### src/hw/rtl/drq_queue.sv
`timescale 1ns / 1ps

module drq_queue #(
	parameter int WIDTH = 90,
	parameter int DEPTH = 8
) (
	input  logic             clk,
	input  logic             arst_n,
	input  logic             push,
	input  logic [WIDTH-1:0] push_data,
	input  logic             pop,
	output logic             not_empty,
	output logic [WIDTH-1:0] head
);
	localparam int AW = (DEPTH > 1) ? $clog2(DEPTH) : 1;
	localparam int CW = $clog2(DEPTH + 1);

	logic [WIDTH-1:0] mem_q [DEPTH];
	logic [AW-1:0]    wr_ptr_q;
	logic [AW-1:0]    rd_ptr_q;
	logic [CW-1:0]    count_q;

	// Write the entry at the tail
	always_ff @(posedge clk) begin
		if (push) begin
			mem_q[wr_ptr_q] <= push_data;
		end
	end

	// Move pointers and fill count
	always_ff @(posedge clk or negedge arst_n) begin
		if (!arst_n) begin
			wr_ptr_q <= '0;
			rd_ptr_q <= '0;
			count_q  <= '0;
		end else begin
			if (push) begin
				wr_ptr_q <= (wr_ptr_q == AW'(DEPTH - 1)) ? '0 : wr_ptr_q + 1'b1;
			end
			if (pop) begin
				rd_ptr_q <= (rd_ptr_q == AW'(DEPTH - 1)) ? '0 : rd_ptr_q + 1'b1;
			end
			if (push && !pop) begin
				count_q <= count_q + 1'b1;
			end else if (!push && pop) begin
				count_q <= count_q - 1'b1;
			end
		end
	end

	assign not_empty = (count_q != '0);
	assign head      = mem_q[rd_ptr_q];

endmodule

### config.mk
export PLATFORM = sky130hd
export DESIGN_NAME = drq_queue
export DESIGN_NICKNAME = d
export VERILOG_FILES = /design/src/hw/rtl/drq_queue.sv
export SDC_FILE = /design/constraint.sdc
export NUM_CORES = 1
export LEC_CHECK = 0
export CORE_UTILIZATION = 63
export DETAILED_ROUTE_END_ITERATION = 12
export DONT_BUFFER_PORTS = 1
export HOLD_SLACK_MARGIN = 0.02
export PLACE_DENSITY_LB_ADDON = 0.2
export SLEW_MARGIN = 5
export SYNTH_ARGS = -nofsm -noshare
export SYNTH_HDL_FRONTEND = slang
export SYNTH_SLANG_ARGS = --single-unit
export TNS_END_PERCENT = 20
### constraint.sdc
create_clock -name clk -period 9.33 [get_ports clk]
set_input_delay 1.3995 -clock clk [delete_from_list [all_inputs] [get_ports clk]]
set_output_delay 1.3995 -clock clk [all_outputs]
set_load 0.02 [all_outputs]
**Yosys cells after proc, flatten, opt, wreduce, memory -nomap -nowiden**

Memories as Yosys holds them, arrays and structs flattened.
Cells that the tools add are included.

- Multiplexer cells: 6
- Reductions and logical operators: 6
- Equal/unequal tests: 2
- $add $sub $neg: 4

Operators with widths:

| operator | number |
|---|---|
| 2-to-1 mux 4 bit | 2 |
| adder 3 x 1 -> 3 bit (second input constant) | 2 |
| equality test 3 bit (second input constant) | 2 |
| 2-to-1 mux 3 bit | 2 |
| adder 4 x 1 -> 4 bit (second input constant) | 1 |
| nonzero test 4 bit | 1 |
| subtractor 4 x 1 -> 4 bit (second input constant) | 1 |
| logical AND 1 bit | 2 |
| logical NOT 1 bit | 2 |
| 2-to-1 mux 1 bit | 2 |
| nonzero test 2 bit | 1 |

- Bits in registers: 10
- Memories: 1
- Output and inout bits: 91
- Bits of input ports: 94
- Logic and storage cells: 22
- Memory bits (writable): 720

Memory list:

| memory | words | bits a word | rd ports | clocked after memory_dff | write ports | RTL line | source |
|---|---|---|---|---|---|---|---|
| mem_q | 8 | 90 | 1 | 0 | 1 | 18 | `logic [WIDTH-1:0] mem_q [DEPTH];` |

**Logic depth before layout (Yosys ltp)**

- Depth after elaboration: 4
- Depth in mapped cells: 7
- Gate-level depth less buffers: 7

**Worst setup path before layout**

Ideal clock, no wire load.

- Kind: input to register
- From: in push
- To: mem mem_q[0][0] (enable)
- Setup time: 0.649 ns
- Data arrival time: 7.586 ns
- Cell stages on the path: 2
- Required time: 8.681 ns
- Path buffers: 0
- Setup slack: 1.095 ns
- Cells stage by stage: nand2b_1 -> nor3_1

- Word-level cells in the longest chain between the ends: 2

Ends and longest elaborated chain:

| item | RTL line | source |
|---|---|---|
| from (decl) | 9 | `input logic push,` |
| 2-to-1 mux 1 bit | 25 | `if (push) begin` |
| 2-to-1 mux 1 bit (not written as such) | 26 | `mem_q[wr_ptr_q] <= push_data;` |
| to (decl) | 18 |  |

No other way between the ends.

**Final worst setup path**

- From: reg rd_ptr_q[0]
- To: out head[32]

- Word-level cells in the longest chain between the ends: 1

Ends and longest elaborated chain:

| item | RTL line | source |
|---|---|---|
| from (decl) | 20 | `logic [AW-1:0] rd_ptr_q;` |
| from (signal assigned) | 41 | `rd_ptr_q <= (rd_ptr_q == AW'(DEPTH - 1)) ? '0 : rd_ptr_q + 1'b1;` |
| memory (8 x 90 bit) | - |  |
| to (decl) | 13 | `output logic [WIDTH-1:0] head` |

No other way between the ends.

==> impl_metrics.tcl <==
set metrics [dict create \
    status "completed" \
    ctsResizeCount 0 \
    slew_violations 0 \
    track_usage_pct 22.62 \
    synthDistinctLibCells 26 \
    cp.required_ns 7.93 \
    nFillCells 2469 \
    synth_warnings 0 \
    cts_htree_levels 3 \
    buffer_ports.inserted 0 \
    r2r_end "rd_ptr_q[0]" \
    timing.final.setup_violations 0 \
    path_cells "buf_4, buf_4, mux4_1, mux2_2" \
    synthTopCellsByArea "edfxtp_1, mux4_1, mux2_2" \
    clock_skew_ns 0.02351 \
    leakage_nw 10.18 \
    cp-end-kind "output port" \
    ant_nets 0 \
    power_density_mw_per_mm2 313.0 \
    antenna_cells 0 \
    fin_crit_sh_pct 56.67 \
    vias 11517 \
    core_area_mm2 0.04422 \
    reg2reg_depth 4 \
    cpLargestDelayFamily "buffers and inverters" \
    async_reset_ff_share_pct 1.370 \
    cp_num_buf_inv 2 \
    antenna_found_initial 0 \
    cts_setup_buffers 0 \
    grt_pass1_wl_um 73800 \
    syn2layout_area_growth_pct 10.54 \
    yosys.area.top_type_share_pct 76.47 \
    root_buffer "clkbuf_16" \
    syn_area_mm2 0.02827 \
    synth_top_cell_by_area "edfxtp_1" \
    busiest_layer "met2" \
    setup.reg_to_reg.worst_slack_ns 6.78 \
    hold_class "input pin to async pin" \
    cts_num_sinks 730 \
    slew_headroom_pct 25.93 \
    arrival_ns 3.89 \
    clk_latency_ns 0.60 \
    initial_core_util_pct 63.94 \
    synth-edff-count 720 \
    min_period_ns 5.287 \
    synth_ff_type "edfxtp_1" \
    worst_pin_slew_ns 1.111 \
    ios 185 \
    clk_pin_slew_ns 0.06 \
    critical-path-slowest-cell "dfrtp_4" \
    grt_max_degree 85 \
    path_max_fanout 50 \
    routed_wl_um 50800 \
    cts_tree "done" \
    final_hold_viol_count 0 \
    routed_via_density 6.409 \
    num_rows 77 \
    setup_tns_ns 0 \
    use_met3_pct 6.883 \
    drt_iter0_drc 865 \
    met2_usage_pct 38.95 \
    cts_buffers 70 \
    cts_hold_buf 0 \
    route.detailed.drc 0 \
    crit_path_start_kind "register" \
    max_freq_mhz 189.1 \
    drt_first_pass_iters 4 \
    maxCapViolations 0 \
    peakVddDrop_mv 0.2013 \
    die_width_um 213.9 \
    finalNetCount 1250 \
    cpPeakStageDelay_ns 0.87 \
    rsz0062_at_grt "no" \
    dp_hpwl_um 25170 \
    synthCells 1105 \
    place_ws_ns 4.665 \
    ys_ff_latch 730 \
    grt_util_met1_pct 27.81 \
    syn_avg_cell_area_um2 25.59 \
    criticalPathCategory "register to output port" \
    die_h_um 213.9 \
    drive_above_1_share_pct 21.08 \
    synth_nets 1207 \
    crit_top_cell "buf_4" \
    grt-ovfl-total 0 \
    layout_commonest_cell "edfxtp_1" \
    die_area_mm2 0.04573 \
    synth_seq_area_share_pct 77.35 \
    r2r_start "rd_ptr_q[2]" \
    cts.path.max_buffers 3 \
    fin_ws_ns 4.043 \
    place_congestion 0.7324 \
    grt_pass1_vias 11918 \
    wire_per_inst_um 28.27 \
    layout_common_cells "edfxtp_1, mux4_1, mux2_2" \
]
==> kinds of logic (layout without fill, tap and decap cells) <==
group | after synthesis | count (layout) | synth area share [%]
buffers and inverters | 55 | 155 | 1.310
and+or+nand+nor | 26 | 26 | 0.4602
AOI/OAI and AO/OA | 8 | 8 | 0.1814
xor gates and xnor gates | 2 | 2 | 0.06196
muxes | 276 | 276 | 20.25
adders and majority gates | 8 | 8 | 0.3806
DFF | 730 | 730 | 77.35
==> worst max-delay path by stage <==
stage / cells after the start / end / startpoint / slack (ns)
3_3_place_gp: 4 / head[24] / rd_ptr_q[0] / 4.66
3_5_place_dp: 4 / head[24] / rd_ptr_q[0] / 4.66
4_1_cts: 4 / head[32] / rd_ptr_q[0] / 3.97
6_report: 4 / head[32] / rd_ptr_q[0] / 4.04
5_1_grt: 4 / head[32] / rd_ptr_q[0] / 3.86
2_1_floorplan: 2 / mem_q[0][0] / push / 1.09
==> power breakdown <==
| part | switching (mW) | internal (mW) | total, mW | leakage (nW) |
|---|---|---|---|---|
| combinational | 1.49 | 1.09 | 2.58 | 2.37 |
| clock | 1.16 | 1.72 | 2.88 | 1.15 |
| sequential | 0.216 | 4.11 | 4.33 | 6.66 |
==> through the flow <==
| step | power, mW | util, % | instances | hold WS [ns] | area [um2] |
|---|---|---|---|---|---|
| final | 9.784 | 70.68 | 1797 | 0.4864 | 31260 |
| after global routing | 10.16 | 70.68 | 1797 | 0.4704 | 31260 |
| after CTS | 9.898 | 70.68 | 1797 | 0.4578 | 31260 |
| after detailed placement | 7.016 | 65.33 | 1668 | 0.5168 | 28890 |
| after global placement | 6.983 | 65.33 | 1668 | 0.4984 | 28890 |
| after floorplan | 6.525 | - | 1105 | 0.4693 | 28270 |
==> routing by layer <==
metal / up-vias / routed length, um
met3: 65 / 3953
met4: 0 / 842
met1: 6129 / 19620
met2: 336 / 26380
li1: 4987 / -
met5: - / 0
==> synth_stat cells (3+ instances only) <==
master and n:
buf_2 11, buf_6 20, clkbuf_1 19, dfrtp_1 10, edfxtp_1 720, ha_1 7, inv_1 4, mux2_2 95
mux4_1 158, mux4_2 22, nand2_1 5, nand3b_1 3, nor2_1 8, nor3_1 3, o21ai_0 3
==> area by class of cell <==
class	instances	area, um2	share of cell area (%)
tap	592	740.7	2.370
clock buffer	84	1878	6.009
timing repair buffer	22	165.2	0.5284
inverter	4	15.01	0.04804
multi-input combinational	320	6088	19.48
clock inverter	45	485.5	1.553
sequential	730	21880	70.01
==> sequential cells by signal, indices dropped and copies added (netlist names) <==
signal and flops:
count_q 4, mem_q 720, rd_ptr_q 3, wr_ptr_q 3
Note: power is estimated with default switching activity, not from simulation.
