==> src/hw/rtl/drq_pkg.sv <==
`timescale 1ns / 1ps

package drq_pkg;

	// Fixed field widths
	localparam int LABEL_BITS    = 48;
	localparam int START_BITS    = 47;
	localparam int EPS_BITS      = 52;
	localparam int COUNT_BITS    = 32;
	localparam int CFG_IDX_BITS  = 3;
	localparam int CFG_DATA_BITS = 52;

	// A coordinate difference of 2^MAG_CLIP or more exceeds any radius
	localparam int MAG_CLIP = 26;
	localparam int SQ_BITS  = 2 * MAG_CLIP;
	localparam int SUM_BITS = SQ_BITS + 2;

	// Queue between distance pipeline and accumulator
	localparam int QUEUE_DEPTH = 8;
	localparam int CREDIT_BITS = $clog2(QUEUE_DEPTH + 1);

	// Configuration register map
	typedef enum logic [CFG_IDX_BITS-1:0] {
		CFG_EPS_SQUARED = 3'd0,
		CFG_QUERY_X     = 3'd1,
		CFG_QUERY_Y     = 3'd2,
		CFG_QUERY_Z     = 3'd3,
		CFG_START_LABEL = 3'd4
	} cfg_reg_t;

	// Per-item flags passed from the front to the back
	typedef struct packed {
		logic hit;
		logic last;
	} drq_flags_t;

	localparam int FLAG_BITS = $bits(drq_flags_t);

endpackage

==> src/hw/rtl/drq_if.sv <==
`timescale 1ns / 1ps

interface drq_nbr_if #(
	parameter int COORD_BITS = 24,
	parameter int INDEX_BITS = 40
) ();
	logic                                   valid;
	logic                                   ready;
	logic [INDEX_BITS-1:0]                  neighbour_index;
	logic signed [COORD_BITS-1:0]           coord_x;
	logic signed [COORD_BITS-1:0]           coord_y;
	logic signed [COORD_BITS-1:0]           coord_z;
	logic signed [drq_pkg::LABEL_BITS-1:0]  neighbour_label;
	logic                                   last_item;

	modport source (
		output valid, neighbour_index, coord_x, coord_y, coord_z, neighbour_label, last_item,
		input  ready
	);
	modport sink (
		input  valid, neighbour_index, coord_x, coord_y, coord_z, neighbour_label, last_item,
		output ready
	);
endinterface


==> src/hw/rtl/drq_front.sv <==
`timescale 1ns / 1ps

module drq_front #(
	parameter int COORD_BITS = 24,
	parameter int INDEX_BITS = 40
) (
	input  logic                                clk,
	input  logic                                arst_n,
	drq_nbr_if.sink                             nbr,
	input  logic [drq_pkg::EPS_BITS-1:0]        eps_squared,
	input  logic signed [COORD_BITS-1:0]        query [3],
	input  logic                                pop,
	output logic                                push,
	output logic [drq_pkg::FLAG_BITS+INDEX_BITS+drq_pkg::LABEL_BITS-1:0] entry
);
	import drq_pkg::*;

	localparam int DW = COORD_BITS + 1;
	localparam int MW = (DW > MAG_CLIP) ? DW : MAG_CLIP + 1;

	logic [CREDIT_BITS-1:0]   used_q;
	logic                     take;

	logic                     valid_s1, valid_s2, valid_s3, valid_s4;
	logic [INDEX_BITS-1:0]    index_s1, index_s2, index_s3, index_s4;
	logic [LABEL_BITS-1:0]    label_s1, label_s2, label_s3, label_s4;
	logic                     last_s1, last_s2, last_s3, last_s4;

	logic signed [DW-1:0]     diff_s1 [3];
	logic [MW-1:0]            mag_s2 [3];
	logic [SQ_BITS-1:0]       sq_s3 [3];
	logic [2:0]               big_s3;
	logic                     hit_s4;

	logic signed [COORD_BITS-1:0] coord [3];
	logic [DW-1:0]            abs_d [3];
	logic [SUM_BITS-1:0]      sum;
	drq_flags_t               flags;

	assign coord[0] = nbr.coord_x;
	assign coord[1] = nbr.coord_y;
	assign coord[2] = nbr.coord_z;

	// Admit an item only while a queue slot is reserved for it
	assign nbr.ready = (used_q < CREDIT_BITS'(QUEUE_DEPTH));
	assign take      = nbr.valid && nbr.ready;

	// Track items accepted and not yet drained from the queue
	always_ff @(posedge clk or negedge arst_n) begin
		if (!arst_n) begin
			used_q <= '0;
		end else if (take && !pop) begin
			used_q <= used_q + 1'b1;
		end else if (!take && pop) begin
			used_q <= used_q - 1'b1;
		end
	end

	// Advance the valid bits every cycle
	always_ff @(posedge clk or negedge arst_n) begin
		if (!arst_n) begin
			valid_s1 <= 1'b0;
			valid_s2 <= 1'b0;
			valid_s3 <= 1'b0;
			valid_s4 <= 1'b0;
		end else begin
			valid_s1 <= take;
			valid_s2 <= valid_s1;
			valid_s3 <= valid_s2;
			valid_s4 <= valid_s3;
		end
	end

	// Carry index, label and last marker alongside
	always_ff @(posedge clk) begin
		index_s1 <= nbr.neighbour_index;
		label_s1 <= nbr.neighbour_label;
		last_s1  <= nbr.last_item;
		index_s2 <= index_s1;
		label_s2 <= label_s1;
		last_s2  <= last_s1;
		index_s3 <= index_s2;
		label_s3 <= label_s2;
		last_s3  <= last_s2;
		index_s4 <= index_s3;
		label_s4 <= label_s3;
		last_s4  <= last_s3;
	end

	// Take absolute differences per axis
	always_comb begin
		for (int i = 0; i < 3; i++) begin
			abs_d[i] = diff_s1[i][DW-1] ? DW'(-diff_s1[i]) : DW'(diff_s1[i]);
		end
	end

	// Stage 1 difference, stage 2 magnitude, stage 3 square and clip flag
	always_ff @(posedge clk) begin
		for (int i = 0; i < 3; i++) begin
			diff_s1[i] <= DW'($signed({query[i][COORD_BITS-1], query[i]})
				- $signed({coord[i][COORD_BITS-1], coord[i]}));
			mag_s2[i]  <= MW'(abs_d[i]);
			sq_s3[i]   <= mag_s2[i][MAG_CLIP-1:0] * mag_s2[i][MAG_CLIP-1:0];
			big_s3[i]  <= |mag_s2[i][MW-1:MAG_CLIP];
		end
	end

	// Stage 4: sum the squares and compare against the radius
	assign sum = SUM_BITS'(sq_s3[0]) + SUM_BITS'(sq_s3[1]) + SUM_BITS'(sq_s3[2]);

	always_ff @(posedge clk) begin
		hit_s4 <= !(|big_s3) && (sum <= SUM_BITS'(eps_squared));
	end

	assign flags.hit  = hit_s4;
	assign flags.last = last_s4;
	assign push       = valid_s4;
	assign entry      = {flags, index_s4, label_s4};

endmodule

==> src/flat_wrapper.sv <==
// flat-port wrapper written by rule: the top's interface ports become plain ports
module drq_front_flat import drq_pkg::*;
#(
	parameter int COORD_BITS = 24,
	parameter int INDEX_BITS = 40
)
  (clk, arst_n, eps_squared, query, pop, push, entry, nbr_valid, nbr_neighbour_index, nbr_coord_x, nbr_coord_y, nbr_coord_z, nbr_neighbour_label, nbr_last_item, nbr_ready);
  drq_nbr_if #(.COORD_BITS(COORD_BITS), .INDEX_BITS(INDEX_BITS)) nbr_i ();
  input  logic clk;
  input  logic arst_n;
  input  logic [drq_pkg::EPS_BITS-1:0] eps_squared;
  input  logic signed [COORD_BITS-1:0] query[3];
  input  logic pop;
  output logic push;
  output logic [drq_pkg::FLAG_BITS+INDEX_BITS+drq_pkg::LABEL_BITS-1:0] entry;
  input wire logic [$bits(nbr_i.valid)-1:0] nbr_valid;
  input wire logic [$bits(nbr_i.neighbour_index)-1:0] nbr_neighbour_index;
  input wire logic [$bits(nbr_i.coord_x)-1:0] nbr_coord_x;
  input wire logic [$bits(nbr_i.coord_y)-1:0] nbr_coord_y;
  input wire logic [$bits(nbr_i.coord_z)-1:0] nbr_coord_z;
  input wire logic [$bits(nbr_i.neighbour_label)-1:0] nbr_neighbour_label;
  input wire logic [$bits(nbr_i.last_item)-1:0] nbr_last_item;
  output wire logic [$bits(nbr_i.ready)-1:0] nbr_ready;
  assign nbr_i.valid = nbr_valid;
  assign nbr_i.neighbour_index = nbr_neighbour_index;
  assign nbr_i.coord_x = nbr_coord_x;
  assign nbr_i.coord_y = nbr_coord_y;
  assign nbr_i.coord_z = nbr_coord_z;
  assign nbr_i.neighbour_label = nbr_neighbour_label;
  assign nbr_i.last_item = nbr_last_item;
  assign nbr_ready = nbr_i.ready;
  drq_front #(.COORD_BITS(COORD_BITS), .INDEX_BITS(INDEX_BITS)) u_core (.clk(clk), .arst_n(arst_n), .nbr(nbr_i), .eps_squared(eps_squared), .query(query), .pop(pop), .push(push), .entry(entry));
endmodule
==> config.mk <==
export PLATFORM = sky130hd
export DESIGN_NAME = drq_front_flat
export DESIGN_NICKNAME = d
export VERILOG_FILES = /design/src/hw/rtl/drq_pkg.sv /design/src/hw/rtl/drq_if.sv /design/src/hw/rtl/drq_front.sv /design/src/flat_wrapper.sv
export SDC_FILE = /design/constraint.sdc
export NUM_CORES = 2
export LEC_CHECK = 0
export ABC_CLOCK_PERIOD_IN_PS = 18100
export BUFFER_PORTS_ARGS = -buffer_cell sky130_fd_sc_hd__buf_2
export CAP_MARGIN = 30
export CORE_MARGIN = 1.5
export CORE_UTILIZATION = 62
export CTS_CLUSTER_DIAMETER = 100
export CTS_CLUSTER_SIZE = 40
export DETAILED_ROUTE_END_ITERATION = 16
export PLACE_DENSITY_LB_ADDON = 0.12
export SYNTH_ARGS = -nofsm -noshare
export SYNTH_HDL_FRONTEND = slang
export SYNTH_SLANG_ARGS = --single-unit
==> constraint.sdc <==
create_clock -name clk -period 18.1 [get_ports clk]
set_input_delay 3.62 -clock clk [delete_from_list [all_inputs] [get_ports clk]]
set_output_delay 3.62 -clock clk [all_outputs]
set_load 0.01 [all_outputs]
# Word level (Yosys, flattened, before mapping)
# Memory sizes are Yosys's and may differ from the RTL's.
# Index checks and enable logic that the tools add are counted.
# word_totals
output_inout_bits	92
wordCells	51
register_bits	368
inputBits	289
mem_count	3
mem_bits_rw	306
# mem_list
name	words	word_bits	rd	rd_clocked_by_memory_dff	write_ports	line_no	source
u_core.sq_s3	3	52	3	0	3	drq_front.sv:31	logic [SQ_BITS-1:0] sq_s3 [3];
u_core.diff_s1	3	25	3	0	3	drq_front.sv:29	logic signed [DW-1:0] diff_s1 [3];
u_core.mag_s2	3	25	3	0	3	drq_front.sv:30	logic [MW-1:0] mag_s2 [3];
# classes
n_lt_le_gt_ge	2
reduce_logical	9
muxes	5
n_mul	3
n_addsub	10
# op_table
cell	count
$mul 26x26->52	3
$mux 25	3
$neg 25->25	3
$sub 24x24->25	3
$add 53x52->54	1
$le 54x52->1	1
$add 52x52->53	1
$mux 4	2
$add 4x1->4 const B	1
$logic_and 1x1->1	4
$lt 4x4->1 const B	1
$sub 4x1->4 const B	1
$logic_not 1->1	3
$reduce_or 3->1	1
$reduce_bool 2->1	1

# Depth between registers and ports, before layout
# depth
depth_word	6
ltp_mapped	29
mapped_depth_nobuf	27

# Worst setup path after synthesis
# OpenSTA, ideal clock, no wires.
# synth_path
path_kind	reg2reg
from	memory u_core.mag_s2[0][71] (netlist bit)
to	memory u_core.sq_s3[0][152] (netlist bit)
path_buffers	2
required_ns	17.966
period_less_slack_ns	7.490
setup_ns	0.134
t_arrival_ns	7.356
stages_incl_launch_ff	28
path_slack_ns	10.610
path_cell_list	dfxtp_1 -> clkbuf_1 -> clkbuf_1 -> nand2_1 -> inv_1 -> fa_1 -> fa_1 -> inv_1 -> fa_1 -> fa_1 -> inv_1 -> fa_1 -> fa_1 -> inv_1 -> fa_1 -> inv_1 -> ha_1 -> and3_1 -> nand4_1 -> nand2b_4 -> o221ai_2 -> a211oi_2 -> o41ai_2 -> nand4_1 -> o21a_1 -> o31a_1 -> and4b_1 -> or4b_1
# synth_rtl
element	line_no
from (decl)	drq_front.sv:30
to (decl)	drq_front.sv:31

==> impl_metrics.tcl <==
set metrics [dict create \
    status "completed" \
    synthArstFlopShare_pct 1.20 \
    yosys_warnings 0 \
    area_growth_pct 6.14 \
    drive_above_1_share_pct 6.40 \
    avgSynthCellArea_um2 9.56 \
    arrival_ns 8.86 \
    cpPeakStageDelay_ns 1.00 \
    io_pins 381 \
    synth_ff_type "dfxtp_1" \
    grt_util_all_layers_pct 28.4 \
    cts-buffers-inserted 26 \
    max_freq_mhz 120 \
    final.setup.tns_ns 0 \
    root_buffer "clkbuf_16" \
    crit_top_cell "fa_1" \
    worstSetupStartpointType "flop" \
    grt_overflow 0 \
    met2_length_um 86400 \
    dr.max_layer_used "met5" \
    worstPathRequired_ns 18.62 \
    critical_path_buf_inv_count 5 \
    postCtsHoldBufs 0 \
    fin_crit_ns 8.34 \
    dr_wl_met3_um 12000 \
    syn_inst 8250 \
    dieArea_mm2 0.129 \
    chipWidth_um 360 \
    tightest_slew_ns 1.03 \
    cts.htree.levels 1 \
    ant_nets 0 \
    seq_area_frac_synth_pct 17.0 \
    drc 0 \
    fin_skew_ns 0.0553 \
    cts.sinks 668 \
    rows 130 \
    dp.cells 10100 \
    post-cts-setup-buffer-count 0 \
    gp_routability_congestion 0.931 \
    synthDistinctLibCells 80 \
    wl_per_cell_um 17.4 \
    initial_core_util_pct 62.7 \
    end_kind "flop" \
    m1WireLength_um 74100 \
    final-instance-count-excl-fill 10200 \
    min_period_over_period_pct 46.1 \
    syn_area_mm2 0.0789 \
    via_per_inst 5.30 \
    slew_headroom_pct 30.5 \
    clock_path_buffers 3 \
    critPathKind "flop to flop" \
    drtIter0Drc 2931 \
    firstDrtPassIters 5 \
    clk_pin_slew_worst_paths_ns 0.13 \
    grt_max_degree 42 \
    final_nets 11100 \
    core-area_mm2 0.126 \
    finalSetupViolations 0 \
    grt_antenna_before_repair 8 \
    synth_edf_count 0 \
    cts_tree "built" \
    die_h_um 360 \
    path_delay_family "adder cells" \
    drv_cap 0 \
    grt_pass1_vias 58300 \
    grt_pass1_wl_um 293000 \
    hold_path_class "flop to flop" \
    hpwl_um 149000 \
    slew_violations 0 \
    crit_chain "inv_1 -> nor2_1 -> fa_1 -> inv_1 -> fa_1 -> fa_1 -> fa_1 -> fa_1 -> inv_1 -> fa_1 -> inv_1 -> fa_1 -> inv_1 -> ha_1 -> and3_1 -> nand4_1 -> o31ai_1 -> o221a_2 -> o31ai_2 -> o41ai_1 -> a211oi_1 -> o21ai_1 -> a31oi_1 -> xnor2_1" \
    rsz0062_at_grt "no" \
    ctsResizeCount 0 \
    totalWireLength_um 177000 \
    crit_slowest_cell "dfxtp_1" \
    finalHoldViolCount 0 \
    fin_util_pct 66.5 \
    ys_seq_elements 668 \
    nFillCells 10300 \
    vias 54100 \
    port_buffers 380 \
    crit_fanout 21 \
    clkLatencyLatePin_ns 0.66 \
]
cells by family (layout without fill, tap and decap cells):
family	Yosys count	count (layout)	synth area share (%)
AOI/OAI and AO/OA	863	863	7.10
xor gates and xnor gates	366	366	4.06
adders and majority gates	2292	2292	50.2
buffers and inverters	2442	2736	11.6
DFF	668	668	17.0
muxes	5	5	0.0650
other	2	4	0.00952
and+or+nand+nor	1612	1612	9.92
path summary, 6_finish.rpt:
| path | cells past startpoint | endpoint | start | slack (ns) |
|---|---|---|---|---|
| setup / recovery | 24 | u_core.sq_s3[0][149]$_DFF_P_ | u_core.mag_s2[0][60]$_DFF_P_ | 9.76 |
| setup reg to reg | 24 | u_core.sq_s3[0][149]$_DFF_P_ | u_core.mag_s2[0][60]$_DFF_P_ | 9.76 |
| min in group asynchronous | 1 | u_core.used_q[3]$_DFFE_PN0P_ | arst_n | 2.79 |
| max in group asynchronous | 1 | u_core.push$_DFF_PN0_ | arst_n | 15.13 |
| hold / removal | 0 | u_core.label_s3[17]$_DFF_P_ | u_core.label_s2[17]$_DFF_P_ | 0.33 |
| hold reg to reg | 0 | u_core.label_s3[17]$_DFF_P_ | u_core.label_s2[17]$_DFF_P_ | 0.33 |
flip-flops by register name, indices dropped and copies added, names as in the netlist, 48 cells and up:
register and flops:
u_core.label_s3 48, u_core.diff_s1 75, u_core.sq_s3 153, u_core.label_s4 48, u_core.mag_s2 75, u_core.label_s1 48, u_core.label_s2 48
Yosys cell counts (8+ instances only):
master / n / area [um2]
a211o_1: 11 / 96.3
a211oi_1: 23 / 173
a21boi_0: 15 / 113
a21o_1: 164 / 1230
a21oi_1: 241 / 1210
a31o_2: 18 / 158
a31oi_1: 32 / 200
and2_1: 366 / 2290
and3_1: 37 / 231
and4_1: 12 / 105
clkbuf_1: 196 / 736
dfrtp_1: 8 / 200
dfxtp_1: 660 / 13200
fa_1: 1457 / 29200
ha_1: 835 / 10400
inv_1: 2239 / 8400
nand2_1: 664 / 2490
nand2b_1: 50 / 313
nand3_1: 71 / 355
nand4_1: 32 / 200
nor2_1: 214 / 803
nor2b_1: 55 / 344
nor3_1: 46 / 230
o211ai_1: 15 / 113
o21a_1: 27 / 203
o21ai_0: 166 / 831
o21bai_1: 39 / 293
o31ai_1: 28 / 210
o41ai_1: 17 / 149
or2_2: 18 / 113
or3_1: 10 / 62.6
or4_1: 17 / 128
xnor2_1: 272 / 2380
xor2_1: 94 / 823
per-layer routing:
metal	vias up	track usage (%)
met4	8	7.59
met5	-	0
met1	26900	37.3
li1	25300	-
met2	1507	48.6
met3	328	4.77
cell usage in the layout (no fill, tap or decap), drive strengths merged, types with 6 or more instances in the layout:
cell type,netlist,final
buf,5,452
a21oi,242,242
dfrtp,8,8
o31ai,29,29
clkbuf,197,29
a31o,18,18
a21boi,15,15
nand2,664,664
a31oi,32,32
a211o,12,12
and3,37,37
o21a,27,27
and2,366,366
and4,12,12
dfxtp,660,660
nor2,214,214
o41ai,18,18
inv,2239,2245
nor3,46,46
o21ai,168,168
o211ai,15,15
or4,17,17
a21o,164,164
nand4,32,32
or2,18,18
nand2b,51,51
xnor2,272,272
fa,1457,1457
nand3,71,71
nor2b,55,55
ha,835,835
or3,10,10
o21bai,39,39
o22ai,6,6
xor2,94,94
a211oi,24,24
clkinv,1,9
per-stage QoR:
step	hold WS, ns	worst slack (ns)	area (um2)
2_1_floorplan	0.310	10.61	78900
5_1_grt	0.338	9.35	83800
4_1_cts	0.333	9.63	83600
3_3_place_gp	0.310	9.92	82600
3_5_place_dp	0.312	9.74	82600
6_report	0.333	9.76	83800
area by class of cell:
type,instances,area [um2],share of cell area (%)
inverter,2240,8410,10.0
clock buffer,29,693,0.828
multi-input combinational,5141,56300,67.2
antenna,1,2.50,0.00299
clock inverter,15,293,0.350
sequential,668,13400,16.0
tap,1650,2060,2.47
timing repair buffer,452,2560,3.05
Power is not shown: default switching activity piles up to over one toggle a cycle in this logic, so the estimate is an artifact.
