<file path="config.mk">
export PLATFORM = sky130hd
export DESIGN_NAME = drq_back_flat
export DESIGN_NICKNAME = d
export VERILOG_FILES = /design/src/hw/rtl/drq_pkg.sv /design/src/hw/rtl/drq_if.sv /design/src/hw/rtl/drq_back.sv /design/src/flat_wrapper.sv
export SDC_FILE = /design/constraint.sdc
export NUM_CORES = 1
export LEC_CHECK = 0
export ABC_AREA = 1
export BUFFER_PORTS_ARGS = -buffer_cell sky130_fd_sc_hd__clkbuf_2
export CAP_MARGIN = 5
export CORE_MARGIN = 1
export CORE_UTILIZATION = 37
export DETAILED_ROUTE_END_ITERATION = 6
export PLACE_DENSITY_LB_ADDON = 0.08
export SLEW_MARGIN = 15
export SYNTH_ARGS = -nofsm -noshare
export SYNTH_HDL_FRONTEND = slang
export SYNTH_SLANG_ARGS = --single-unit
</file>
<file path="constraint.sdc">
create_clock -name clk -period 4.8 [get_ports clk]
set_input_delay 0.72 -clock clk [delete_from_list [all_inputs] [get_ports clk]]
set_output_delay 0.72 -clock clk [all_outputs]
set_load 0.05 [all_outputs]
</file>
<file path="src/hw/rtl/drq_pkg.sv">
`timescale 1ns / 1ps

package drq_pkg;

	// Fixed field widths
	localparam int LABEL_BITS    = 48;
	localparam int START_BITS    = 47;
	localparam int EPS_BITS      = 52;
	localparam int COUNT_BITS    = 32;
	localparam int CFG_IDX_BITS  = 3;
	localparam int CFG_DATA_BITS = 52;

	// A coordinate difference of 2^MAG_CLIP or more exceeds any radius
	localparam int MAG_CLIP = 26;
	localparam int SQ_BITS  = 2 * MAG_CLIP;
	localparam int SUM_BITS = SQ_BITS + 2;

	// Queue between distance pipeline and accumulator
	localparam int QUEUE_DEPTH = 8;
	localparam int CREDIT_BITS = $clog2(QUEUE_DEPTH + 1);

	// Configuration register map
	typedef enum logic [CFG_IDX_BITS-1:0] {
		CFG_EPS_SQUARED = 3'd0,
		CFG_QUERY_X     = 3'd1,
		CFG_QUERY_Y     = 3'd2,
		CFG_QUERY_Z     = 3'd3,
		CFG_START_LABEL = 3'd4
	} cfg_reg_t;

	// Per-item flags passed from the front to the back
	typedef struct packed {
		logic hit;
		logic last;
	} drq_flags_t;

	localparam int FLAG_BITS = $bits(drq_flags_t);

endpackage

</file>
<file path="src/hw/rtl/drq_if.sv">


interface drq_res_if #(
	parameter int INDEX_BITS = 40
) ();
	logic                            valid;
	logic                            ready;
	logic                            in_area;
	logic [INDEX_BITS-1:0]           area_index;
	logic [drq_pkg::COUNT_BITS-1:0]  running_count;
	logic [drq_pkg::LABEL_BITS-1:0]  running_label;
	logic                            query_done;

	modport source (
		output valid, in_area, area_index, running_count, running_label, query_done,
		input  ready
	);
	modport sink (
		input  valid, in_area, area_index, running_count, running_label, query_done,
		output ready
	);
endinterface

</file>
<file path="src/hw/rtl/drq_back.sv">
`timescale 1ns / 1ps

module drq_back #(
	parameter int INDEX_BITS = 40
) (
	input  logic                                clk,
	input  logic                                arst_n,
	input  logic                                not_empty,
	input  logic [drq_pkg::FLAG_BITS+INDEX_BITS+drq_pkg::LABEL_BITS-1:0] head,
	input  logic [drq_pkg::START_BITS-1:0]      start_label,
	output logic                                pop,
	drq_res_if.source                           res
);
	import drq_pkg::*;

	drq_flags_t               flags;
	logic [INDEX_BITS-1:0]    index;
	logic [LABEL_BITS-1:0]    label;

	logic [COUNT_BITS-1:0]    cnt_q;
	logic [LABEL_BITS-1:0]    lab_q;
	logic                     mid_q;
	logic                     valid_q;
	logic                     in_area_q;
	logic [INDEX_BITS-1:0]    index_q;
	logic [COUNT_BITS-1:0]    count_out_q;
	logic [LABEL_BITS-1:0]    label_out_q;
	logic                     done_q;

	logic [COUNT_BITS-1:0]    cnt_base, cnt_next;
	logic [LABEL_BITS-1:0]    lab_base, lab_next, mag;

	assign {flags, index, label} = head;

	// Drain the queue whenever the output register is free or being taken
	assign pop = not_empty && (!valid_q || res.ready);

	// Fold the item into the running totals
	always_comb begin
		cnt_base = mid_q ? cnt_q : '0;
		lab_base = mid_q ? lab_q : LABEL_BITS'(start_label);
		mag      = -label;
		cnt_next = (flags.hit && cnt_base != '1) ? cnt_base + 1'b1 : cnt_base;
		lab_next = (flags.hit && label[LABEL_BITS-1] && mag < lab_base) ? mag : lab_base;
	end

	// Hold query state, restart after the last item
	always_ff @(posedge clk or negedge arst_n) begin
		if (!arst_n) begin
			cnt_q <= '0;
			mid_q <= 1'b0;
		end else if (pop) begin
			cnt_q <= flags.last ? '0 : cnt_next;
			mid_q <= !flags.last;
		end
	end

	always_ff @(posedge clk) begin
		if (pop) begin
			lab_q <= lab_next;
		end
	end

	// Output register valid
	always_ff @(posedge clk or negedge arst_n) begin
		if (!arst_n) begin
			valid_q <= 1'b0;
		end else if (pop) begin
			valid_q <= 1'b1;
		end else if (res.ready) begin
			valid_q <= 1'b0;
		end
	end

	// Load the result payload
	always_ff @(posedge clk) begin
		if (pop) begin
			in_area_q   <= flags.hit;
			index_q     <= index;
			count_out_q <= cnt_next;
			label_out_q <= lab_next;
			done_q      <= flags.last;
		end
	end

	assign res.valid         = valid_q;
	assign res.in_area       = in_area_q;
	assign res.area_index    = index_q;
	assign res.running_count = count_out_q;
	assign res.running_label = label_out_q;
	assign res.query_done    = done_q;

endmodule

</file>
<file path="src/flat_wrapper.sv">
// flat-port wrapper written by rule: the top's interface ports become plain ports
module drq_back_flat import drq_pkg::*;
#(
	parameter int INDEX_BITS = 40
)
  (clk, arst_n, not_empty, head, start_label, pop, res_valid, res_in_area, res_area_index, res_running_count, res_running_label, res_query_done, res_ready);
  drq_res_if #(.INDEX_BITS(INDEX_BITS)) res_i ();
  input  logic clk;
  input  logic arst_n;
  input  logic not_empty;
  input  logic [drq_pkg::FLAG_BITS+INDEX_BITS+drq_pkg::LABEL_BITS-1:0] head;
  input  logic [drq_pkg::START_BITS-1:0] start_label;
  output logic pop;
  output wire logic [$bits(res_i.valid)-1:0] res_valid;
  output wire logic [$bits(res_i.in_area)-1:0] res_in_area;
  output wire logic [$bits(res_i.area_index)-1:0] res_area_index;
  output wire logic [$bits(res_i.running_count)-1:0] res_running_count;
  output wire logic [$bits(res_i.running_label)-1:0] res_running_label;
  output wire logic [$bits(res_i.query_done)-1:0] res_query_done;
  input wire logic [$bits(res_i.ready)-1:0] res_ready;
  assign res_valid = res_i.valid;
  assign res_in_area = res_i.in_area;
  assign res_area_index = res_i.area_index;
  assign res_running_count = res_i.running_count;
  assign res_running_label = res_i.running_label;
  assign res_query_done = res_i.query_done;
  assign res_i.ready = res_ready;
  drq_back #(.INDEX_BITS(INDEX_BITS)) u_core (.clk(clk), .arst_n(arst_n), .not_empty(not_empty), .head(head), .start_label(start_label), .pop(pop), .res(res_i));
endmodule
</file>
* Word-level counts from Yosys, hierarchy flattened
Index checks and enable logic that the tools add are counted.
** Storage, ports and cells
- Output and inout bits :: 124
- Input bits :: 141
- Word-level logic and storage cells :: 27
- Register bits :: 156
** Operators by class
- $add $sub $neg :: 2
- Reduce and logical (&&, ||, !) cells :: 8
- Muxes and demuxes :: 7
- $lt $le $gt $ge :: 1
- Equality and inequality tests :: 1
** Operators with widths (count)
- 2-to-1 mux 32 bit :: 3
- 2-to-1 mux 48 bit :: 2
- less-than comparator 48 bit :: 1
- negation 48 bit :: 1
- adder 32 x 1 -> 32 bit (second input constant) :: 1
- inequality test 32 bit (second input constant) :: 1
- logical AND 1 bit :: 4
- zero test 1 bit :: 2
- 2-to-1 mux 1 bit :: 2
- nonzero test 2 bit :: 1
- logical OR 1 bit :: 1

* Depth between registers and ports, before layout
Gate-level depths: netlist (run 1).
- Depth after elaboration :: 5
- Depth in mapped cells :: 23
- Depth with buffers taken out :: 21

* Least setup slack after synthesis (run 1)
OpenSTA, ideal clock, no wires.
- Kind :: input to register
- Start :: input res_ready
- End :: register u_core.lab_q[0], enable pin
- Arrival time :: 3.671 ns
- Path buffers :: 0
- Required time :: 3.469 ns
- Setup slack :: -0.202 ns
- Setup time :: 1.331 ns
- Stages on the path :: 4
- Cells stage by stage :: inv_1 nand2_1 nand2_1 clkinv_1
** On the way
- Word-level cells in the longest chain between the ends :: 2
** RTL lines
- start, declared :: RTL line flat_wrapper.sv:20 : input wire logic [$bits(res_i.ready)-1:0] res_ready;
- logical OR 1 bit :: RTL line drq_back.sv:36 : assign pop = not_empty && (!valid_q || res.ready);
- logical AND 1 bit :: RTL line drq_back.sv:36
- via pop :: RTL line flat_wrapper.sv:13 : output logic pop;
- end signal, assigned :: RTL line drq_back.sv:60 : lab_q <= lab_next;
- end, declared :: RTL line drq_back.sv:21 : logic [LABEL_BITS-1:0] lab_q;
The timed path passes the listed nets, and every way through them passes these cells.
A chain may end at the register's enable or synchronous reset.

* Worst setup path in the final report (run 1)
- Start :: input head[0] (netlist name)
- End :: register u_core.lab_q[36] (data pin)
** On the way
- Word-level cells in the longest chain between the ends :: 4
** RTL lines
- start, declared :: RTL line flat_wrapper.sv:11 : input logic [drq_pkg::FLAG_BITS+INDEX_BITS+drq_pkg::LABEL_BITS-1:0] head;
- negation 48 bit (*) :: RTL line drq_back.sv:42 : mag = -label;
- less-than comparator 48 bit :: RTL line drq_back.sv:44 : lab_next = (flags.hit && label[LABEL_BITS-1] && mag < lab_base) ? mag : lab_base;
- logical AND 1 bit :: RTL line drq_back.sv:44
- 2-to-1 mux 48 bit (*) :: RTL line drq_back.sv:44
- via u_core.lab_next[36] :: RTL line drq_back.sv:31 : logic [LABEL_BITS-1:0] lab_base, lab_next, mag;
The timed path passes the listed nets; every way through them passes the cells marked *.

==> results of run 1 <==
registers in the layout, indices dropped and copies added (netlist names):
signal	count
u_core.res.valid	1
u_core.res.area_index	40
u_core.lab_q	48
u_core.cnt_q	32
u_core.res.query_done	1
u_core.mid_q	1
u_core.res.running_count	32
u_core.res.in_area	1
per-stage QoR:
step	hold WS (ns)	utilization	cell area, µm²	instances	power (mW)
detailed placement	0.4663	0.4363	12090	1918	2.840
CTS	0.4383	0.4559	12630	1950	4.135
global placement	0.4617	0.4363	12090	1918	2.828
global route	0.4353	0.4559	12630	1950	4.303
floorplan	0.4244	-	10410	1302	2.527
finish	0.4324	0.4560	12630	1951	4.084
synth_stat cells, types with 2 or more instances:
cell type / instances / area [µm²]
a21boi_1: 2 / 15.01
a21oi_1: 21 / 105.1
and2_1: 21 / 131.4
buf_2: 9 / 45.04
buf_4: 6 / 45.04
buf_6: 4 / 45.04
clkbuf_1: 18 / 67.56
dfrtp_1: 34 / 850.8
edfxtp_1: 122 / 3664
ha_1: 49 / 613.1
inv_1: 159 / 596.8
inv_2: 2 / 7.510
nand2_1: 360 / 1351
nand2_2: 8 / 50.05
nand2_4: 4 / 45.04
nand3_1: 127 / 635.6
nand3b_1: 6 / 45.04
nand4_1: 21 / 131.4
nor2_1: 100 / 375.4
nor2_2: 7 / 43.79
nor3_1: 19 / 95.09
nor3_2: 5 / 50.05
nor3_4: 2 / 32.53
o211ai_1: 3 / 22.52
o21ai_0: 60 / 300.3
o21ai_1: 3 / 15.01
o22ai_1: 4 / 25.02
or2_2: 47 / 294.0
xnor2_1: 21 / 183.9
xor2_1: 44 / 385.4
worst reg2reg max path: cells and delay by family, from the launching register on:
| family | cells | cell delay, ns |
|---|---|---|
| adder cells (fa/ha/maj) | 1 | 0.38 |
| flip-flops | 1 | 0.59 |
| AND/OR/NAND/NOR | 10 | 1.10 |
| buffers and inverters | 2 | 0.88 |
| AO/OA/AOI/OAI | 1 | 0.32 |
where the power goes:
| group | switching, mW | internal (mW) |
|---|---|---|
| logic | 0.805 | 0.321 |
| clock network | 0.609 | 0.670 |
| registers | 0.0624 | 1.62 |
| total | 1.48 | 2.61 |
metal layers:
layer,vias to the layer above,GRT usage
met5,-,0
met4,0,0.06424
met3,29,0.03871
met2,245,0.3760
met1,4298,0.2780
li1,4751,-
kinds of logic (layout without fill, tap and decap cells):
logic type | count (synthesis) | after routing
adders and majority gates | 49 | 49
other | 0 | 1
xor gates and xnor gates | 65 | 65
AOI/OAI and AO/OA | 97 | 97
and+or+nand+nor | 733 | 733
DFF | 156 | 156
buffers and inverters | 202 | 472
worst min path at each step:
stage                                           end  slack [ns]             start
final                              u_core.cnt_q[12]        0.43            arst_n
after floorplan                     u_core.cnt_q[0]        0.42            arst_n
after CTS                 u_core.res.area_index[38]        0.44          head[86]
after global placement             u_core.cnt_q[29]        0.46  u_core.cnt_q[29]
after detailed placement           u_core.cnt_q[29]        0.47  u_core.cnt_q[29]
after global routing      u_core.res.area_index[38]        0.44          head[86]
cell type report:
cell class                 instances  area share
tap                              378     0.03744
clock inverter                    15    0.009310
multi-input combinational        944      0.3996
timing repair buffer             277      0.1133
sequential                       156      0.3574
clock buffer                      17     0.03367
inverter                         163     0.04902
antenna                            1   0.0001981
==> results_dict.tcl, run 1 <==
set metrics [dict create \
    grt_pass1_wl_um 48460 \
    synth_flop_cell "edfxtp_1" \
    avgSynthCellArea_um2 7.993 \
    cts.sinks 156 \
    critical_path_class "input pin to flip-flop" \
    drt_iter0_drc 502 \
    crit_start "head[0]" \
    irDropWorstVdd_uv 255.6 \
    synth_top_family_by_area "simple AND/OR/NAND/NOR gates" \
    floorplan.initialDensity 0.3756 \
    power.static_leakage_nw 6.129 \
    cpMostUsedCell "nand2_1" \
    relSlewSlack 0.3670 \
    worst_setup_path_end_kind "flip-flop" \
    r2r-end "u_core.lab_q[10]" \
    muxShareOfSynthArea 0 \
    finalCritPeriodShare 0.7855 \
    rows 61 \
    ant_nets 0 \
    top_layer "met4" \
    met1_length_um 13890 \
    wl_met2_um 14930 \
    syn_nets 1492 \
    fin_nets 1749 \
    required_ns 4.99 \
    setup_viol 0 \
    die_w_um 169.7 \
    p_per_area_nw_per_um2 323.2 \
    clock_latency_ns 0.44 \
    io_pins 265 \
    yosysSeqAreaShare 0.4338 \
    htree_levels 4 \
    layout_common_cells "nand2_1 (360), clkbuf_2 (264), inv_1 (159)" \
    cts_made_buffers 17 \
    period_minus_slack_ns 3.770 \
    drv_slew 0 \
    cp.depth 23 \
    hold_viol 0 \
    hold_path_class "input pin to async pin" \
    route.vias.total 9323 \
    gr-total-overflow 0 \
    worst_pin_slew_ns 0.9495 \
    crit_path_end "u_core.lab_q[36]" \
    tns_ns 0 \
    crit_chain "clkbuf_2 > inv_1 > ha_1 > nand3_1 > nor2_1 > inv_1 > nor2_1 > inv_1 > nor2_1 > xor2_1 > inv_1 > ha_1 > nand2_1 > o21ai_0 > nand2_1 > o211ai_1 > nand2_1 > nand2_1 > nor2_4 > nand2_1 > buf_4 > nand2_1 > nand2_1" \
    die-area_um2 28800 \
    synth_seq_cells 156 \
    area_growth_pct 21.39 \
    drv_cap 0 \
    first_pass_iters 5 \
    cts_root_buf "clkbuf_16" \
    synthSimpleGateAreaFrac 0.3215 \
    cts_max_path_buffers 2 \
    syn_inst 1302 \
    critPathBufInv 6 \
    gp_congestion 0.9127 \
    yosys_warnings 0 \
    cp_max_fo 27 \
    synth_fa_ha_area_frac 0.05891 \
    synth_cell_types 44 \
    multiInputGateArea_um2 5049 \
    drive_gt1_frac 0.2487 \
    dp_hpwl_um 23470 \
    critical_path.max_stage_delay_ns 0.29 \
    die_h_um 169.7 \
    dp_worst_setup_slack_ns 0.6079 \
    core_area_um2 27710 \
    r2r_start "u_core.mid_q" \
    async_flop_share 0.2179 \
    max_freq_mhz 265.2 \
    cts_resized 0 \
    cp_top_family "simple AND/OR/NAND/NOR gates" \
    wl_per_cell_um 15.77 \
    final_common_cell "nand2_1" \
    cts_tree "done" \
    grt_pass1_vias 9169 \
    synth_compound_area_frac 0.04929 \
    cts_setup_buffers 0 \
    ff2ff_path_depth 14 \
    synth_area_um2 10410 \
    drc 0 \
    viasPerCell 4.779 \
    seqCellArea_um2 4516 \
    route.met3.wl_um 1462 \
    synth_xor_xnor_area_share 0.05470 \
    rsz0062_at_grt "no" \
    grt_max_degree 132 \
    worst_slack_ns 1.030 \
    critPathLaunchType "input pin" \
    outcome "complete, no violations" \
    drt-total-wl_um 30770 \
    nFillCells 2830 \
    io_buffers 264 \
    antenna_found_initial 1 \
    hold_buffers 0 \
    fin_worst_skew_ns 0.01649 \
    arrival_ns 3.96 \
    clkTransAtPathRegs_ns 0.06 \
    crit_slowest_cell "ha_1" \
    r2r_setup_slack_ns 1.40 \
    track_usage 0.2184 \
    synth_edf_count 122 \
]
Note: power is estimated with default switching activity, not from simulation.
==> inputs of run 2 (changes only) <==
==> constraint.sdc (replaced) <==
create_clock -name clk -period 3.6 [get_ports clk]
set_input_delay 0.54 -clock clk [delete_from_list [all_inputs] [get_ports clk]]
set_output_delay 0.54 -clock clk [all_outputs]
set_load 0.05 [all_outputs]
==> run 2 against run 1 <==
Routed wire length increased by 2.0%. Sequential power increased by 33%. Non-clock buffer count increased by 123. Global-route usage increased by 0.31 points. Clock-buffer cell count unchanged. Worst hold slack got worse by 0.17 ns. Setup slack got worse by 0.77 ns. Die area unchanged. Cell area increased by 9.0%. Largest power group unchanged. First-iteration DRC count increased by 21%. The flow now finishes with violations (DRC). Combinational power increased by 42%. Highest routed layer is now met5.
==> results_dict.tcl, run 2 (synthesis results as in run 1) <==
set metrics [dict create \
    required_ns 3.78 \
    drive_gt1_frac 0.3115 \
    final_cell_area_um2 13760 \
    fin_nets 1872 \
    floorplan.initialDensity 0.3756 \
    internal-power_mw 3.606 \
    fin_worst_skew_ns 0.01454 \
    worst_slack_ns 0.2558 \
    die_h_um 169.7 \
    antenna_found_initial 3 \
    dp_hpwl_um 24480 \
    critPathLaunchType "input pin" \
    worst_pin_slew_ns 0.9769 \
    final_common_cell "nand2_1" \
    io_buffers 264 \
    area_growth_pct 32.26 \
    grt_pass1_vias 9492 \
    die-area_um2 28800 \
    track_usage 0.2215 \
    hold_viol 0 \
    outcome "finished, violations left" \
    p_clk_frac 0.326 \
    violations "DRC" \
    dp_worst_setup_slack_ns -0.4392 \
    viasPerCell 4.685 \
    ff2ff_path_depth 17 \
    finalCritPeriodShare 0.9289 \
    cts_root_buf "clkbuf_16" \
    io_pins 265 \
    clkTransAtPathRegs_ns 0.07 \
    critPathBufInv 7 \
    p_per_area_nw_per_um2 413.6 \
    critical_path_class "input pin to flip-flop" \
    period_minus_slack_ns 3.344 \
    grt_max_degree 81 \
    largest_reg_flops 48 \
    switching_share 0.3665 \
    p_switching_mw 2.087 \
    rows 61 \
    r2r-end "u_core.lab_q[8]" \
    cpMostUsedCell "nand2_1" \
    cts.sinks 156 \
    place_area_um2 13090 \
    first_pass_iters 7 \
    regMostFlops "u_core.lab_q" \
    critical_path.max_stage_delay_ns 0.29 \
    hold_path_class "input pin to async pin" \
    route.vias.total 9721 \
    cts_max_path_buffers 2 \
    core_area_um2 27710 \
    drv_cap 0 \
    cts_tree "done" \
    gp_congestion 0.9212 \
    cp_max_fo 24 \
    htree_levels 4 \
    cp_top_family "simple AND/OR/NAND/NOR gates" \
    ant_nets 0 \
    rsz0062_at_grt "no" \
    arrival_ns 3.52 \
    setup_viol 0 \
    combPwrFrac 0.283 \
    drc 4 \
    cts_made_buffers 17 \
    worst_setup_path_end_kind "flip-flop" \
    power.static_leakage_nw 6.789 \
    drt_iter0_drc 607 \
    pwr-share-seq 0.391 \
    drv_slew 0 \
    irDropWorstVdd_uv 281.5 \
    relSlewSlack 0.3488 \
    drt-total-wl_um 31370 \
    layout_common_cells "nand2_1 (356), clkbuf_2 (264), inv_1 (159)" \
    clock_latency_ns 0.43 \
    grt_pass1_wl_um 49380 \
    die_w_um 169.7 \
    crit_chain "clkbuf_2 > inv_1 > buf_4 > nand3_2 > nor3_4 > nand2_2 > buf_4 > nor3_2 > xor2_1 > ha_1 > nand2_1 > nor3_2 > nand3_1 > buf_4 > inv_1 > nand2_1 > nand2_1 > nor2_4 > nand2_2 > buf_12 > nand2_1 > nand2_1" \
    gr-total-overflow 0 \
    crit_slowest_cell "xor2_1" \
    r2r_setup_slack_ns 0.53 \
    max_freq_mhz 299.0 \
    r2r_start "u_core.mid_q" \
    wl_per_cell_um 15.12 \
]
[run 2: metrics by stage]
stage	TNS [ns]	utilization	hold WS (ns)	total power, mW	std cells
finish	0	0.4968	0.2589	5.693	2075
global route	0	0.4966	0.2584	5.989	2073
CTS	0	0.4942	0.2597	5.762	2070
detailed placement	-20.33	0.4724	0.4702	3.887	2038
global placement	-22.59	0.4724	0.4617	3.868	2038
floorplan	0	-	0.2444	3.370	1302
[run 2: worst max-delay path by stage]
| stage | start | end | slack (ns) | depth (start not counted) |
|---|---|---|---|---|
| after floorplan | head[4] | u_core.lab_q[21] | 0.13 | 20 |
| after global placement | head[4] | u_core.lab_q[19] | -0.48 | 21 |
| after detailed placement | head[4] | u_core.lab_q[16] | -0.44 | 21 |
| after CTS | head[4] | u_core.lab_q[8] | 0.10 | 20 |
| after global routing | head[4] | u_core.lab_q[32] | 0.02 | 25 |
| final | head[0] | u_core.lab_q[8] | 0.26 | 22 |
[run 2: power groups by stage]
stage	clock, mW	sequential [mW]	combinational [mW]
after detailed placement	0	2.27	1.62
final	1.85	2.23	1.61
after CTS	1.90	2.23	1.63
after global routing	1.96	2.25	1.79
after global placement	0	2.27	1.60
after floorplan	0	2.67	0.697
[run 2: area by class of cell]
type,instances,area (µm²)
Fill cell,2795,13940
Multi-Input combinational cell,944,5099
Sequential cell,156,4516
Timing Repair Buffer,400,2459
Inverter,163,619.3
Tap cell,378,473.0
Clock buffer,17,425.4
Clock inverter,15,168.9
Antenna cell,2,5.005
[run 2: timing repair]
| action | 4_1_cts | 5_1_grt |
|---|---|---|
| pin swaps | 0 | 9 |
| endpoints found under the setup margin | 19 | 48 |
| gates resized for setup | 2 | 13 |
| hold buffers | 0 | 0 |
| buffers inserted | 0 | 3 |
[run 2: metal layers]
layer | part of all wire | wire, µm | vias to the layer above | global-route usage
li1 | - | - | 4996 | -
met1 | 0.45 | 14170 | 4451 | 0.2825
met2 | 0.49 | 15420 | 251 | 0.3872
met3 | 0.045 | 1420 | 21 | 0.03871
met4 | 0.011 | 352 | 2 | 0.05210
met5 | 0.00032 | 10 | - | 0
